## config.mk

```make
export PLATFORM = sky130hd
export DESIGN_NAME = windowed_change_interval_diff
export DESIGN_NICKNAME = d
export VERILOG_FILES = /design/src/sv/wcid_pkg.sv /design/src/sv/windowed_change_interval_diff.sv /design/src/sv/wcid_divrem.sv /design/src/sv/wcid_core.sv /design/src/sv/wcid_out.sv
export SDC_FILE = /design/constraint.sdc
export NUM_CORES = 1
export LEC_CHECK = 0
export BUFFER_PORTS_ARGS = -buffer_cell sky130_fd_sc_hd__buf_2
export CAP_MARGIN = 20
export CORE_MARGIN = 2
export CORE_UTILIZATION = 40
export CTS_BUF_LIST = sky130_fd_sc_hd__clkbuf_4
export DETAILED_ROUTE_END_ITERATION = 8
export PLACE_DENSITY = 0.67
export REMOVE_ABC_BUFFERS = 1
export SYNTH_ARGS = -nofsm -noshare
export SYNTH_HDL_FRONTEND = slang
export SYNTH_HIERARCHICAL = 1
export SYNTH_SLANG_ARGS = --single-unit
```

## constraint.sdc

```tcl
create_clock -name i_clk -period 12.6 [get_ports i_clk]
set_input_delay 1.26 -clock i_clk [delete_from_list [all_inputs] [get_ports i_clk]]
set_output_delay 1.26 -clock i_clk [all_outputs]
set_load 0.05 [all_outputs]
```

## src/sv/wcid_pkg.sv

```systemverilog
package wcid_pkg;

    localparam int WORD_W    = 64;
    localparam int POS_W     = 32;
    localparam int WIN_W     = 16;
    localparam int TAIL_W    = 17;
    localparam int CFG_IDX_W = 1;
    localparam int CFG_W     = 32;
    localparam int S_TDATA_W = 128;
    localparam int M_TDATA_W = 184;

    localparam logic [TAIL_W-1:0]    TAIL_MAX     = 17'h1FFFF;
    localparam logic [WIN_W-1:0]     WINDOW_RESET = 16'd8;

    localparam logic [CFG_IDX_W-1:0] CFG_WINDOW_WORDS   = 1'b0;
    localparam logic [CFG_IDX_W-1:0] CFG_FIRST_POSITION = 1'b1;

    localparam logic KIND_DATA  = 1'b0;
    localparam logic KIND_CLOSE = 1'b1;

    typedef struct packed {
        logic [WORD_W-1:0] data_word;
        logic [POS_W-1:0]  word_position;
        logic              close;
        logic [POS_W-1:0]  run_begin;
        logic [POS_W-1:0]  run_finish;
        logic [TAIL_W-1:0] drop_count;
    } t_pair;

endpackage

```

## src/sv/windowed_change_interval_diff.sv

```systemverilog
// A taken word is registered, then pushed into the output register once that is
// free. Throughput: one input word per cycle unless the output or remainder
// stalls; a word that closes a run yields two output words and holds the input
// side until its close word is taken. Writing first_position starts a remainder
// by BLOCK_WORDS; input words wait until it finishes. Synchronous active-low
// reset clears all control state, window_words to 8 and first_position to 0.
module windowed_change_interval_diff #(
    parameter int BLOCK_WORDS = 8
) (
    input  logic                                i_clk,
    input  logic                                i_rst_n,
    input  logic                                s_axis_tvalid,
    output logic                                s_axis_tready,
    input  logic [wcid_pkg::S_TDATA_W-1:0]      s_axis_tdata,  // new_word, old_word
    input  logic                                s_axis_tlast,  // stream_end
    output logic                                m_axis_tvalid,
    input  logic                                m_axis_tready,
    // data_word, word_position, run_begin, run_finish, drop_count, pad
    output logic [wcid_pkg::M_TDATA_W-1:0]      m_axis_tdata,
    output logic                                m_axis_tuser,  // item_kind
    output logic                                m_axis_tlast,  // final_item
    input  logic                                i_cfg_we,
    input  logic [wcid_pkg::CFG_IDX_W-1:0]      i_cfg_index,
    input  logic [wcid_pkg::CFG_W-1:0]          i_cfg_data
);

    localparam int BOFF_W = $clog2(BLOCK_WORDS + 1);

    logic              rem_start;
    logic              rem_busy;
    logic              rem_done;
    logic [BOFF_W-1:0] rem;
    logic              pair_free;
    logic              push;
    wcid_pkg::t_pair   pair;

    assign rem_start = i_cfg_we && i_cfg_index == wcid_pkg::CFG_FIRST_POSITION;

    wcid_divrem #(
        .BLOCK_WORDS (BLOCK_WORDS)
    ) u_divrem (
        .i_clk   (i_clk),
        .i_rst_n (i_rst_n),
        .i_start (rem_start),
        .i_value (i_cfg_data),
        .o_busy  (rem_busy),
        .o_done  (rem_done),
        .o_rem   (rem)
    );

    wcid_core #(
        .BLOCK_WORDS (BLOCK_WORDS)
    ) u_core (
        .i_clk        (i_clk),
        .i_rst_n      (i_rst_n),
        .i_valid      (s_axis_tvalid),
        .o_ready      (s_axis_tready),
        .i_new_word   (s_axis_tdata[wcid_pkg::WORD_W-1:0]),
        .i_old_word   (s_axis_tdata[2*wcid_pkg::WORD_W-1:wcid_pkg::WORD_W]),
        .i_stream_end (s_axis_tlast),
        .i_cfg_we     (i_cfg_we),
        .i_cfg_index  (i_cfg_index),
        .i_cfg_data   (i_cfg_data),
        .i_rem_busy   (rem_busy),
        .i_rem_done   (rem_done),
        .i_rem        (rem),
        .i_pair_free  (pair_free),
        .o_push       (push),
        .o_pair       (pair)
    );

    wcid_out u_out (
        .i_clk    (i_clk),
        .i_rst_n  (i_rst_n),
        .i_push   (push),
        .i_pair   (pair),
        .o_free   (pair_free),
        .o_tvalid (m_axis_tvalid),
        .i_tready (m_axis_tready),
        .o_tdata  (m_axis_tdata),
        .o_tuser  (m_axis_tuser),
        .o_tlast  (m_axis_tlast)
    );

endmodule

```

## src/sv/wcid_divrem.sv

```systemverilog
module wcid_divrem #(
    parameter int BLOCK_WORDS = 8
) (
    input  logic                                   i_clk,
    input  logic                                   i_rst_n,
    input  logic                                   i_start,
    input  logic [wcid_pkg::POS_W-1:0]             i_value,
    output logic                                   o_busy,
    output logic                                   o_done,
    output logic [$clog2(BLOCK_WORDS+1)-1:0]       o_rem
);

    localparam int BOFF_W  = $clog2(BLOCK_WORDS + 1);
    localparam int SHIFT   = wcid_pkg::POS_W + $clog2(BLOCK_WORDS);
    localparam int RECIP_W = wcid_pkg::POS_W + 1;
    localparam int PROD_W  = wcid_pkg::POS_W + RECIP_W;
    localparam logic [63:0] RECIP_FULL =
        ((64'd1 << SHIFT) + 64'(BLOCK_WORDS) - 64'd1) / 64'(BLOCK_WORDS);
    localparam logic [RECIP_W-1:0] RECIP = RECIP_FULL[RECIP_W-1:0];

    logic                       r_mul_v;
    logic                       r_sub_v;
    logic                       r_done;
    logic [wcid_pkg::POS_W-1:0] r_val;
    logic [PROD_W-1:0]          r_prod;
    logic [BOFF_W-1:0]          r_rem;
    logic [wcid_pkg::POS_W-1:0] n_quot;
    logic [wcid_pkg::POS_W-1:0] n_rem;

    // remainder by reciprocal multiplication: multiply, then subtract
    always_comb begin
        n_quot = wcid_pkg::POS_W'(r_prod >> SHIFT);
        n_rem  = r_val - n_quot * wcid_pkg::POS_W'(BLOCK_WORDS);
    end

    always_ff @(posedge i_clk) begin
        if (!i_rst_n) begin
            r_mul_v <= 1'b0;
            r_sub_v <= 1'b0;
            r_done  <= 1'b0;
        end else begin
            r_mul_v <= i_start;
            r_sub_v <= r_mul_v && !i_start;
            r_done  <= r_sub_v && !i_start;
        end
    end

    always_ff @(posedge i_clk) begin
        if (i_start) begin
            r_val <= i_value;
        end
        if (r_mul_v) begin
            r_prod <= PROD_W'(r_val) * PROD_W'(RECIP);
        end
        if (r_sub_v) begin
            r_rem <= n_rem[BOFF_W-1:0];
        end
    end

    assign o_busy = r_mul_v || r_sub_v;
    assign o_done = r_done;
    assign o_rem  = r_rem;

endmodule

```

## src/sv/wcid_core.sv

```systemverilog
module wcid_core #(
    parameter int BLOCK_WORDS = 8
) (
    input  logic                                i_clk,
    input  logic                                i_rst_n,
    input  logic                                i_valid,
    output logic                                o_ready,
    input  logic [wcid_pkg::WORD_W-1:0]         i_new_word,
    input  logic [wcid_pkg::WORD_W-1:0]         i_old_word,
    input  logic                                i_stream_end,
    input  logic                                i_cfg_we,
    input  logic [wcid_pkg::CFG_IDX_W-1:0]      i_cfg_index,
    input  logic [wcid_pkg::CFG_W-1:0]          i_cfg_data,
    input  logic                                i_rem_busy,
    input  logic                                i_rem_done,
    input  logic [$clog2(BLOCK_WORDS+1)-1:0]    i_rem,
    input  logic                                i_pair_free,
    output logic                                o_push,
    output wcid_pkg::t_pair                     o_pair
);

    localparam int BOFF_W = $clog2(BLOCK_WORDS + 1);
    localparam logic [BOFF_W-1:0] LAST_OFF = BOFF_W'(BLOCK_WORDS - 1);

    logic                         r_in_v;
    logic [wcid_pkg::WORD_W-1:0]  r_in_new;
    logic [wcid_pkg::WORD_W-1:0]  r_in_old;
    logic                         r_in_last;

    logic [wcid_pkg::WIN_W-1:0]   r_window;
    logic [wcid_pkg::POS_W-1:0]   r_first;
    logic [BOFF_W-1:0]            r_first_off;
    logic                         r_open;
    logic [wcid_pkg::POS_W-1:0]   r_wc;
    logic [BOFF_W-1:0]            r_boff;
    logic [wcid_pkg::POS_W-1:0]   r_start;
    logic [wcid_pkg::TAIL_W-1:0]  r_tail;
    logic                         r_isb;

    logic                         advance;
    logic                         changed;
    logic                         block_end;
    logic                         close;
    logic [wcid_pkg::POS_W-1:0]   next_pos;
    logic                         n_open;
    logic [wcid_pkg::POS_W-1:0]   n_start;
    logic [wcid_pkg::TAIL_W-1:0]  n_tail;
    logic                         n_isb;

    assign advance = r_in_v && i_pair_free && !i_rem_busy && !i_rem_done;
    assign o_ready = !r_in_v || advance;

    always_comb begin
        changed   = r_in_new != r_in_old;
        next_pos  = r_wc + 1'b1;
        // the counter wrapping to zero also ends a block
        block_end = (r_boff == LAST_OFF) || (&r_wc);
        n_open    = r_open;
        n_start   = r_start;
        n_tail    = r_tail;
        n_isb     = r_isb;
        close     = 1'b0;
        if (!r_open && changed) begin
            n_open  = 1'b1;
            n_start = r_wc;
            n_tail  = '0;
            n_isb   = 1'b1;
        end else if (r_open) begin
            if (changed) begin
                n_tail = '0;
            end else if (r_tail != wcid_pkg::TAIL_MAX) begin
                n_tail = r_tail + 1'b1;
            end
        end
        if (n_open) begin
            if (block_end) begin
                if (n_isb) begin
                    n_isb = 1'b0;
                end else if (n_tail > wcid_pkg::TAIL_W'(r_window)) begin
                    close = 1'b1;
                end
            end
            if (r_in_last) begin
                close = 1'b1;
            end
        end
        o_push                = advance && n_open;
        o_pair.data_word      = r_in_new;
        o_pair.word_position  = r_wc;
        o_pair.close          = close;
        o_pair.run_begin      = n_start;
        o_pair.run_finish     = next_pos - wcid_pkg::POS_W'(n_tail);
        o_pair.drop_count     = n_tail;
    end

    always_ff @(posedge i_clk) begin
        if (!i_rst_n) begin
            r_in_v <= 1'b0;
        end else if (o_ready) begin
            r_in_v <= i_valid;
        end
    end

    always_ff @(posedge i_clk) begin
        if (o_ready && i_valid) begin
            r_in_new  <= i_new_word;
            r_in_old  <= i_old_word;
            r_in_last <= i_stream_end;
        end
    end

    always_ff @(posedge i_clk) begin
        if (!i_rst_n) begin
            r_window    <= wcid_pkg::WINDOW_RESET;
            r_first     <= '0;
            r_first_off <= '0;
            r_open      <= 1'b0;
            r_wc        <= '0;
            r_boff      <= '0;
            r_start     <= '0;
            r_tail      <= '0;
            r_isb       <= 1'b0;
        end else begin
            if (i_cfg_we && i_cfg_index == wcid_pkg::CFG_WINDOW_WORDS) begin
                r_window <= i_cfg_data[wcid_pkg::WIN_W-1:0];
            end
            if (i_cfg_we && i_cfg_index == wcid_pkg::CFG_FIRST_POSITION) begin
                r_first <= i_cfg_data;
                r_wc    <= i_cfg_data;
            end
            if (i_rem_done) begin
                r_first_off <= i_rem;
                r_boff      <= i_rem;
            end
            if (advance) begin
                r_start <= n_start;
                if (close || r_in_last) begin
                    r_open <= 1'b0;
                    r_tail <= '0;
                    r_isb  <= 1'b0;
                end else begin
                    r_open <= n_open;
                    r_tail <= n_tail;
                    r_isb  <= n_isb;
                end
                if (r_in_last) begin
                    r_wc   <= r_first;
                    r_boff <= r_first_off;
                end else begin
                    r_wc   <= next_pos;
                    r_boff <= block_end ? '0 : r_boff + 1'b1;
                end
            end
        end
    end

endmodule

```

## src/sv/wcid_out.sv

```systemverilog
module wcid_out (
    input  logic                            i_clk,
    input  logic                            i_rst_n,
    input  logic                            i_push,
    input  wcid_pkg::t_pair                 i_pair,
    output logic                            o_free,
    output logic                            o_tvalid,
    input  logic                            i_tready,
    output logic [wcid_pkg::M_TDATA_W-1:0]  o_tdata,
    output logic                            o_tuser,
    output logic                            o_tlast
);

    typedef enum logic {PH_DATA, PH_CLOSE} t_phase;

    t_phase          r_phase;
    logic            r_pv;
    wcid_pkg::t_pair r_pair;
    logic            fire;
    logic            word_last;

    assign word_last = (r_phase == PH_CLOSE) || !r_pair.close;
    assign fire      = r_pv && i_tready;
    assign o_free    = !r_pv || (i_tready && word_last);

    always_ff @(posedge i_clk) begin
        if (!i_rst_n) begin
            r_pv    <= 1'b0;
            r_phase <= PH_DATA;
        end else if (i_push) begin
            r_pv    <= 1'b1;
            r_phase <= PH_DATA;
        end else if (fire) begin
            if (word_last) begin
                r_pv    <= 1'b0;
                r_phase <= PH_DATA;
            end else begin
                r_phase <= PH_CLOSE;
            end
        end
    end

    always_ff @(posedge i_clk) begin
        if (i_push) begin
            r_pair <= i_pair;
        end
    end

    always_comb begin
        o_tvalid = r_pv;
        o_tlast  = word_last;
        case (r_phase)
            PH_DATA: begin
                o_tuser = wcid_pkg::KIND_DATA;
                o_tdata = {7'b0, wcid_pkg::TAIL_W'(0), 64'b0,
                           r_pair.word_position, r_pair.data_word};
            end
            PH_CLOSE: begin
                o_tuser = wcid_pkg::KIND_CLOSE;
                o_tdata = {7'b0, r_pair.drop_count, r_pair.run_finish,
                           r_pair.run_begin, 96'b0};
            end
            default: begin
                o_tuser = wcid_pkg::KIND_DATA;
                o_tdata = '0;
            end
        endcase
    end

endmodule

```

# [Yosys cells after proc, flatten, opt, wreduce, memory -nomap -nowiden]
# Index checks and enable logic that the tools add are counted.
[word_totals] output_inout_bits=188 inputBits=167 word_cells=101 reg_bits=464
[op_classes] reduce_logical=32 add_sub_neg=5 magnitude_cmp=1 muxes=30 eq_ne=3 bitwise_logic=3
[op_table] op="$pmux W184 S2" count=1
[op_table] op="$mux W32" count=4
[op_table] op="$mux W17" count=5
[op_table] op="$ne A64 B64 Y1" count=1
[op_table] op="$add A32 B1 Y32 const B" count=1
[op_table] op="$reduce_and A32 Y1" count=1
[op_table] op="$sub A32 B17 Y32" count=1
[op_table] op="$add A17 B1 Y17 const B" count=1
[op_table] op="$gt A17 B16 Y1" count=1
[op_table] op="$ne A17 B17 Y1 const B" count=1
[op_table] op="$mux W4" count=4
[op_table] op="$mux W1" count=15
[op_table] op="$logic_and A1 B1 Y1" count=12
[op_table] op="$reduce_bool A2 Y1" count=4
[op_table] op="$logic_not A1 Y1" count=7
[op_table] op="$logic_or A1 B1 Y1" count=6
[op_table] op="$add A4 B1 Y4 const B" count=1
[op_table] op="$eq A4 B3 Y1 const B" count=1
[op_table] op="$sub A4 B4 Y4" count=1
[op_table] op="$not A1 Y1" count=3
[op_table] op="$pmux W1 S2" count=1
[op_table] op="$reduce_and A2 Y1" count=1
[op_table] op="$reduce_or A2 Y1" count=1

# [Logic depth before layout (Yosys ltp)]
# Gate-level depths: netlist of the first run.
[logic_depth] depth_word=13 depth_mapped=19 depth_no_buf=18

# [Modules after synthesis]
# The synthesis of the first run kept the hierarchy.
[modules_own_cells] mod="wcid_core" cells_each=1365 seq_area_each_um2=6676.4 area_per_inst_um2=13436.6 n_inst=1
[modules_own_cells] mod="wcid_out" cells_each=392 seq_area_each_um2=5385.2 area_per_inst_um2=6710.2 n_inst=1
[modules_own_cells] mod="wcid_divrem" cells_each=17 seq_area_each_um2=330.3 area_per_inst_um2=369.1 n_inst=1
[modules_own_cells] mod="windowed_change_interval_diff" cells_each=1 seq_area_each_um2=0.0 area_per_inst_um2=6.3 n_inst=1

# [Least setup slack after synthesis of the first run]
# No wires, ideal clock.
[synth_path] path_type="input-to-reg" start="input m_axis_tready" end="register u_out.r_phase" t_required_ns=12.478 arrival_time_ns=10.243 path_slack_ns=2.235 path_buffers=2 setup_time_ns=0.122 cell_stages=9 cell_sequence="a21bo_1 > nand2_1 > nor2_1 > nand2_1 > clkbuf_1 > buf_1 > nor2_1 > inv_1 > o211a_1"
[synth_via] elab_chain_cells=7 elab_cells_between_ends=8 cone_classes="reduce/logical (8)"
[synth_lines] element="from (decl)" line="windowed_change_interval_diff.sv:17" source="input logic m_axis_tready,"
[synth_lines] element="$logic_and A1 B1 Y1" line="wcid_out.sv:24" source="assign o_free = !r_pv || (i_tready && word_last);"
[synth_lines] element="$logic_or A1 B1 Y1" line="wcid_out.sv:24"
[synth_lines] element="$logic_and A1 B1 Y1 (3 in series)" line="wcid_core.sv:50" source="assign advance = r_in_v && i_pair_free && !i_rem_busy && !i_rem_done;"
[synth_lines] element="$logic_and A1 B1 Y1" line="wcid_core.sv:87" source="o_push = advance && n_open;"
[synth_lines] element="net push" line="windowed_change_interval_diff.sv:34" source="logic push;"
[synth_lines] element="$reduce_or A2 Y1 (no source line)"
[synth_lines] element="to (signal assigned)" line="wcid_out.sv:29" source="r_phase <= PH_DATA;"
[synth_lines] element="to (signal assigned)" line="wcid_out.sv:32" source="r_phase <= PH_DATA;"
[synth_lines] element="to (signal assigned)" line="wcid_out.sv:36" source="r_phase <= PH_DATA;"
[synth_lines] element="to (decl)" line="wcid_out.sv:16" source="t_phase r_phase;"
# The timed path passes the listed nets, and every way through them passes these cells.
# A chain may end at the register's enable or synchronous reset.

==> reports/results.tsv, run 1 <==
metric	value	unit
status	finished, final reports clean	
worstPathArrival	6.06	ns
fmax	0.182	GHz
cts_root_buf	clkbuf_4	
synth.yosys.seq_area_share	60.4	%
start_kind	register	
start_util	40.2	%
fin_nets	2365	
synth_area	0.0205	mm^2
die_x	231	um
finClkSkew	0.0642	ns
area_growth	18.6	%
post_dp_cell_area	0.0228	mm^2
io_pins	355	
ctsHtreeMaxLevel	3	
grt_pass1_vias	14800	
cts_max_path_buffers	3	
timing.rr.start	u_core/r_in_new[42]	
slew_viol_final	0	
crit_type	reg -> reg	
synth-simple-area-share	17.0	%
finalWirelength	52100	um
grt_max_degree	97	
holdPathEnd	u_divrem/o_rem[1]	
grt_use_total	19.4	%
r2r_end	u_out/r_pair[47]	
cts_made_buffers	116	
post_cts_resized	0	
die-height	231	um
worstHoldPathCells	0	
rsz0062_at_grt	no	
power.leakage	9.69	nW
first_pass_iters	5	
register_area	0.0124	mm^2
irDropWorstVdd	0.0981	mV
p_per_area	147	mW/mm^2
synth_cell_type_count	69	
setup_violations	0	
globalplace.congestion	0.868	
core	0.0510	mm^2
cp.required	13.17	ns
dpl.hpwl	35700	um
yosys.area_share.xor_xnor	5.89	%
dp_cells	2723	
crit_path_max_fanout	24	
grt_first_pass_wirelength	80000	um
worstMarginPinSlew	1.09	ns
min_period_over_period	43.6	%
fillerInstances	4598	
synth_ff_type	edfxtp_1	
viasPerCell	4.98	
clk_latency	0.85	ns
synth_area_leaders	edfxtp_1, dfxtp_1, nand2_1	
clkSinkCount	461	
synth_area_per_cell	11.6	um^2
drc	0	
reg2reg_slack	7.11	ns
worstHoldStart	u_divrem/r_val[1]	
yosysTopAreaCellShare	46.2	%
gr-total-overflow	0	
synth_fa_ha_area_share	2.29	%
antenna_found_initial	2	
drtAntennaViolNets	0	
clk_pin_slew	0.07	ns
slew_headroom	27.4	%
die_area	0.0531	mm^2
postCtsHoldBufs	0	
wire_per_inst	17.8	um
drtIter0Drc	797	
ys_seq_elements	461	
final_area	0.0243	mm^2
period_needed	5.49	ns
cts_post_setup_buffers_inserted	0	
fin_cells	2933	
rr_worst_depth	16	
port_buffers	347	
synth.largest_area_cell	edfxtp_1	
hold_viol	0	
syn_inst	1775	
rows	83	
maxCapViolCount	0	
synth_edf_count	316	
hp-class	reg -> reg	
synthArstFlopShare	0	%
yosys_warnings	6	
cts_tree	built	
multi_input_area	0.00754	mm^2
synth_mux_area_share	3.37	%
drive_gt1_share	27.2	%
endpoint_kind	register	
synth_top_family_by_area	simple AND/OR/NAND/NOR gates	
num_vias	14600	
synth-compound-area-share	7.96	%
[worst max-delay path by stage]
stage / slack, ns / to / from
floorplan: -0.40 / u_out/r_phase / u_out/r_phase
global placement: 7.06 / u_out/r_pair[48] / u_core/r_in_new[42]
detailed placement: 6.91 / u_out/r_pair[47] / u_core/r_in_new[42]
CTS: 6.92 / u_out/r_pair[43] / u_core/r_in_new[42]
global route: 6.59 / u_out/r_pair[47] / u_core/r_in_new[42]
finish: 7.11 / u_out/r_pair[47] / u_core/r_in_new[42]
[metrics by stage]
| step | total power, mW | TNS (ns) | hold WS (ns) | setup slack [ns] | util, % |
|---|---|---|---|---|---|
| after global routing | 3.75 | 0 | 0.424 | 6.59 | 47.7 |
| final | 3.57 | 0 | 0.425 | 7.11 | 47.7 |
| after CTS | 3.62 | 0 | 0.422 | 6.92 | 47.7 |
| after detailed placement | 2.33 | 0 | 0.409 | 6.91 | 44.8 |
| after global placement | 2.32 | 0 | 0.409 | 7.06 | 44.8 |
| after floorplan | 2.18 | -42.00 | 0.400 | -0.404 | - |
[flip-flops by register name (all words and copies together), names as in the netlist, 4 cells and up]
register            cells
u_divrem/r_val          4
u_core/r_start         32
u_core/r_in_old        64
u_divrem/o_rem          4
u_core/r_boff           4
u_core/r_in_new        64
u_core/r_window        16
u_out/r_pair          178
u_core/r_first_off      4
u_core/r_tail          17
u_core/r_wc            32
u_core/r_first         32
[layout make-up]
cell class	instances	area share [%]
Antenna cell	1	0.0103
Clock buffer	182	5.61
Clock inverter	27	0.550
Inverter	47	0.725
Multi-Input combinational cell	1170	31.0
Sequential cell	461	50.9
Tap cell	680	3.50
Timing Repair Buffer	365	7.70
[cells in the mapped netlist, types with 2 or more instances]
library cell and instances:
nor4_1 9, dfxtp_1 145, o31ai_1 2, and3b_1 2, xor2_1 34, mux2_2 33
o21ai_0 19, o21a_1 5, buf_4 12, a211oi_1 2, o211ai_1 10, or2_2 9
inv_1 47, buf_1 12, nand2_1 270, o221ai_1 3, nor2_1 51, clkbuf_1 65
ha_1 36, buf_2 13, o31a_1 4, mux2i_1 32, and4_1 7, a31oi_1 10
xnor2_1 104, nand3_1 61, and2_1 90, and3_1 16, nor2b_1 109, a21o_1 10
nor3b_1 2, or3_1 5, a21boi_0 82, nand4_1 30, a21oi_1 57, a22o_1 14
nor3_1 9, nand2b_1 8, edfxtp_1 316
[metal layers]
layer / global-route usage [%] / wire length [um] / vias up
met2: 31.3 / 24500 / 572
met5: 0 / 0 / -
li1: - / - / 7033
met3: 6.10 / 4440 / 96
met4: 8.97 / 1650 / 0
met1: 23.8 / 21500 / 6916
[worst max-delay path, stage by stage, from the launching register on]
cell,delay (ns)
edfxtp_1,0.43
xnor2_1,0.20
nand4_1,0.16
nor4_1,0.66
nand4_1,0.35
buf_4,0.33
nor2_1,0.29
ha_1,0.26
fa_1,0.24
nor2b_1,0.08
o31a_1,0.29
o211ai_1,0.29
o21ai_0,0.23
a211oi_1,0.68
nand4_1,0.38
nor3_1,0.28
xor2_1,0.09
[layout by cell type, fill, tap and decap left out, types with 8 or more instances in the layout]
master,n
o211ai_1,10
a31oi_1,10
a21boi_0,82
nand2_1,269
nand2b_1,8
clkinv_1,21
a22o_1,14
and2_1,87
dfxtp_1,144
a21o_1,10
inv_1,47
buf_2,346
nor2_1,50
nor4_1,9
or2_2,9
mux2i_1,32
edfxtp_1,316
nand4_1,30
ha_1,36
clkbuf_4,182
o21ai_0,19
a21oi_1,57
nand3_1,61
nor2b_1,108
nor3_1,8
xor2_1,34
xnor2_1,104
buf_4,19
and3_1,16
mux2_2,33
[kinds of logic (layout without fill, tap and decap cells)]
family | after synthesis | count (layout)
AO/OA/AOI/OAI | 234 | 234
XOR/XNOR | 138 | 138
adder cells (fa/ha/maj) | 37 | 37
buffers and inverters | 150 | 621
flip-flops | 461 | 461
multiplexers | 65 | 65
other | 1 | 8
AND/OR/NAND/NOR | 689 | 689
[report_power, final]
part | total, mW | internal (mW) | switching, mW
logic | 0.495 | 0.169 | 0.326
clock network | 1.27 | 0.671 | 0.594
registers | 1.81 | 1.74 | 0.0640
total | 3.57 | 2.58 | 0.984
Note: power is estimated with default switching activity, not from simulation.
==> inputs of run 2 (changes only) <==
- ABC_AREA: unset -> 1
- PLACE_DENSITY: 0.67 -> 0.69
- clock period: 12.6 -> 4.82 ns (I/O delays scaled with it)
==> run 2 against run 1 <==
Against the previous run: global-route usage up 2.8 points; worst setup slack worse by 6.5 ns; largest power group unchanged; sequential share of layout area down 5.4 points; area after synthesis up 5.1%; clock skew up 0.024 ns; cell count up 31%; non-clock buffer count up 174; via count up 25%.
==> reports/results.tsv, run 2 <==
metric	value	unit	change
finClkSkew	0.0885	ns	+0.0243 ns
p_seq_share	48.5	%	-2.1 points
fmax	0.238	GHz	+31%
worstPathArrival	4.86	ns	-1.20 ns
post_cts_resized	0		unchanged
p_comb_share	16.0	%	+2.1 points
status	finished, final reports clean		
endpoint_kind	register		
p_per_area	357	mW/mm^2	+140%
slew_headroom	31.5	%	+4.0 points
synth_cell_type_count	52		-25%
min_period_over_period	87.2	%	+44 points
power.switching	2.88	mW	+190%
layout_common_cells	nand2_1, inv_1, nor2_1, buf_2, edfxtp_1		
synth.most_common_cell	nand2_1		
cp.required	5.48	ns	-7.69 ns
worstMarginPinSlew	1.03	ns	-0.0629 ns
synth.yosys.seq_area_share	57.4	%	-2.9 points
io_pins	355		unchanged
dr_wl_met2	29000	um	+18%
largest_reg_flops	178		unchanged
dp_worst_setup_slack	0.636	ns	-6.27 ns
hold_ws	0.0937	ns	-0.331 ns
power_frac_clock	35.6	%	about the same
cts_post_setup_buffers_inserted	0		unchanged
synth_area_per_cell	8.73	um^2	-24%
maxCapViolCount	0		unchanged
synth.largest_area_cell	edfxtp_1		
start_util	40.2	%	about the same
hold_viol	0		unchanged
synth_area	0.0216	mm^2	+5.1%
synth_edf_count	316		unchanged
clkSinkCount	461		unchanged
slew_viol_final	0		unchanged
top_layer_used	met5		
irDropWorstVdd	0.350	mV	+260%
num_vias	18300		+25%
grt_max_degree	119		+23%
synth_commonest_cells	nand2_1, inv_1, nor2_1		
worst_path_most_repeated_cell	nand2_1		
grt_pass1_vias	17800		+20%
power.leakage	13.0	nW	+34%
die_x	236	um	+2.5%
die-height	236	um	+2.5%
crit_path_max_fanout	17		-29%
drive_gt1_share	19.9	%	-7.4 points
clk_latency	0.92	ns	+0.07 ns
area_growth	26.2	%	
gr-total-overflow	0		unchanged
hp-class	in -> reg		
cts_max_path_buffers	3		unchanged
drc	0		unchanged
finalWirelength	62100	um	+19%
top_regs	u_out/r_pair (178), u_core/r_in_new (64), u_core/r_in_old (64)		
ys_seq_elements	461		unchanged
setup_violations	0		unchanged
synth_area_leaders	edfxtp_1, dfxtp_1, nand2_1		
viasPerCell	4.77		-4.2%
yosys_warnings	6		unchanged
yosysTopAreaCellShare	44.0	%	-2.2 points
fillerInstances	4966		+8.0%
die_area	0.0558	mm^2	+5.0%
grt_use_total	22.2	%	+2.8 points
p_total	9.72	mW	+170%
power.internal	6.85	mW	+170%
setup_ws	0.618	ns	-6.49 ns
clk_pin_slew	0.07	ns	about the same
final_util	50.8	%	+3.1 points
switching_share	29.6	%	+2.0 points
antenna_found_initial	7		+5
first_pass_iters	6		+1
grt_first_pass_wirelength	96200	um	+20%
drtAntennaViolNets	0		unchanged
max_stage_delay	0.46	ns	-0.22 ns
cts_tree	built		
period_needed	4.20	ns	-1.29 ns
crit_type	reg -> reg		
slowest_stage	edfxtp_1		
start_kind	register		
port_buffers	347		unchanged
globalplace.congestion	0.896		+3.2%
synth_ff_type	edfxtp_1		
tns	0	ns	unchanged
final_common_cell	nand2_1		
fin_nets	3250		+37%
synthArstFlopShare	0	%	unchanged
rsz0062_at_grt	no		
syn_inst	2470		+39%
crit_chain	xor2_1 > nor2_1 > nand2_1 > nor2_1 > nand2_1 > nor2_1 > nand2_2 > clkinv_1 > nand3_1 > ha_1 > a21oi_1 > nand2_1 > a31oi_1 > o21ai_1 > nand2_1 > nand2_1 > nand3_1 > nand2_1 > nor2_2 > nand2_1 > xor2_1		
rows	85		+2.4%
drtIter0Drc	1174		+47%
cts_made_buffers	119		+2.6%
wire_per_inst	16.2	um	-8.9%
core	0.0536	mm^2	+5.1%
dpl.hpwl	40700	um	+14%
largest-register	u_out/r_pair		
wl_met3	5320	um	+20%
wl_met1	25500	um	+19%
cts_root_buf	clkbuf_4		
ctsHtreeMaxLevel	3		unchanged
[run 2: changes by cell type in the layout (fill, tap and decap cells not counted), sizes merged, moves of 31 or more]
cell,previous run,this run
mux2,33,2
o21ai,20,106
and2,91,1
nor2,51,371
xnor2,104,9
inv,49,433
mux2i,32,0
a21oi,57,168
nor2b,109,0
dlygate4sd3,0,166
nand2,270,589
a21boi,83,1
[run 2: routing by layer]
| layer | vias up | GRT usage [%] |
|---|---|---|
| met1 | 8267 | 27.2 |
| met2 | 823 | 37.0 |
| met5 | - | 0 |
| li1 | 9057 | - |
| met3 | 164 | 5.65 |
| met4 | 12 | 9.76 |
[run 2: kinds of logic after synthesis]
| family | synth area share [%] |
|---|---|
| DFF | 57.4 |
| xor gates and xnor gates | 2.75 |
| other | 0.0174 |
| buffers and inverters | 9.81 |
| AOI/OAI and AO/OA | 7.71 |
| and+or+nand+nor | 20.0 |
| muxes | 0.104 |
| adders and majority gates | 2.18 |
[run 2: path summary, 6_finish.rpt]
check                      startpoint                 to  slack [ns]  depth (start not counted)
hold reg to reg     u_divrem/r_val[0]  u_divrem/o_rem[0]        0.43                          0
hold / removal            i_cfg_index   u_divrem/r_mul_v        0.09                          5
setup / recovery  u_core/r_in_old[55]   u_out/r_pair[42]        0.62                         21
setup reg to reg  u_core/r_in_old[55]   u_out/r_pair[42]        0.62                         21
[run 2: stage by stage]
step | std cells | instance area [um^2]
2_1_floorplan | 2386 | 21100
3_3_place_gp | 3455 | 24000
3_5_place_dp | 3455 | 24000
4_1_cts | 3838 | 27200
5_1_grt | 3839 | 27200
6_report | 3839 | 27200
[run 2: area by class of cell]
class	instances	area (um^2)	share of cell area, %
Inverter	434	1640	6.02
Antenna cell	1	2.50	0.00919
Tap cell	696	871	3.20
Sequential cell	461	12400	45.5
Clock inverter	31	168	0.616
Timing Repair Buffer	539	3660	13.4
Multi-Input combinational cell	1491	7100	26.1
Clock buffer	186	1400	5.13
[run 2: critical path: cells and delay by family (launching register included)]
kind / cells / cell delay [ns]
fa+ha+maj: 1 / 0.40
compound gates: 3 / 0.56
simple gates: 14 / 1.88
xor+xnor: 2 / 0.34
flops: 1 / 0.46
buf+inv: 1 / 0.30
[run 2: timing repair]
action / in CTS / in global routing
hold endpoints to repair: 214 / 0
setup endpoints to repair: 0 / 0
hold buffers: 166 / 0
[run 2: power groups by stage]
stage / registers (mW) / logic [mW] / clock network (mW)
after floorplan: 4.79 / 0.971 / 0
after global placement: 4.79 / 1.42 / 0
after detailed placement: 4.79 / 1.42 / 0
after CTS: 4.71 / 1.53 / 3.55
after global routing: 4.74 / 1.70 / 3.77
final: 4.71 / 1.55 / 3.46
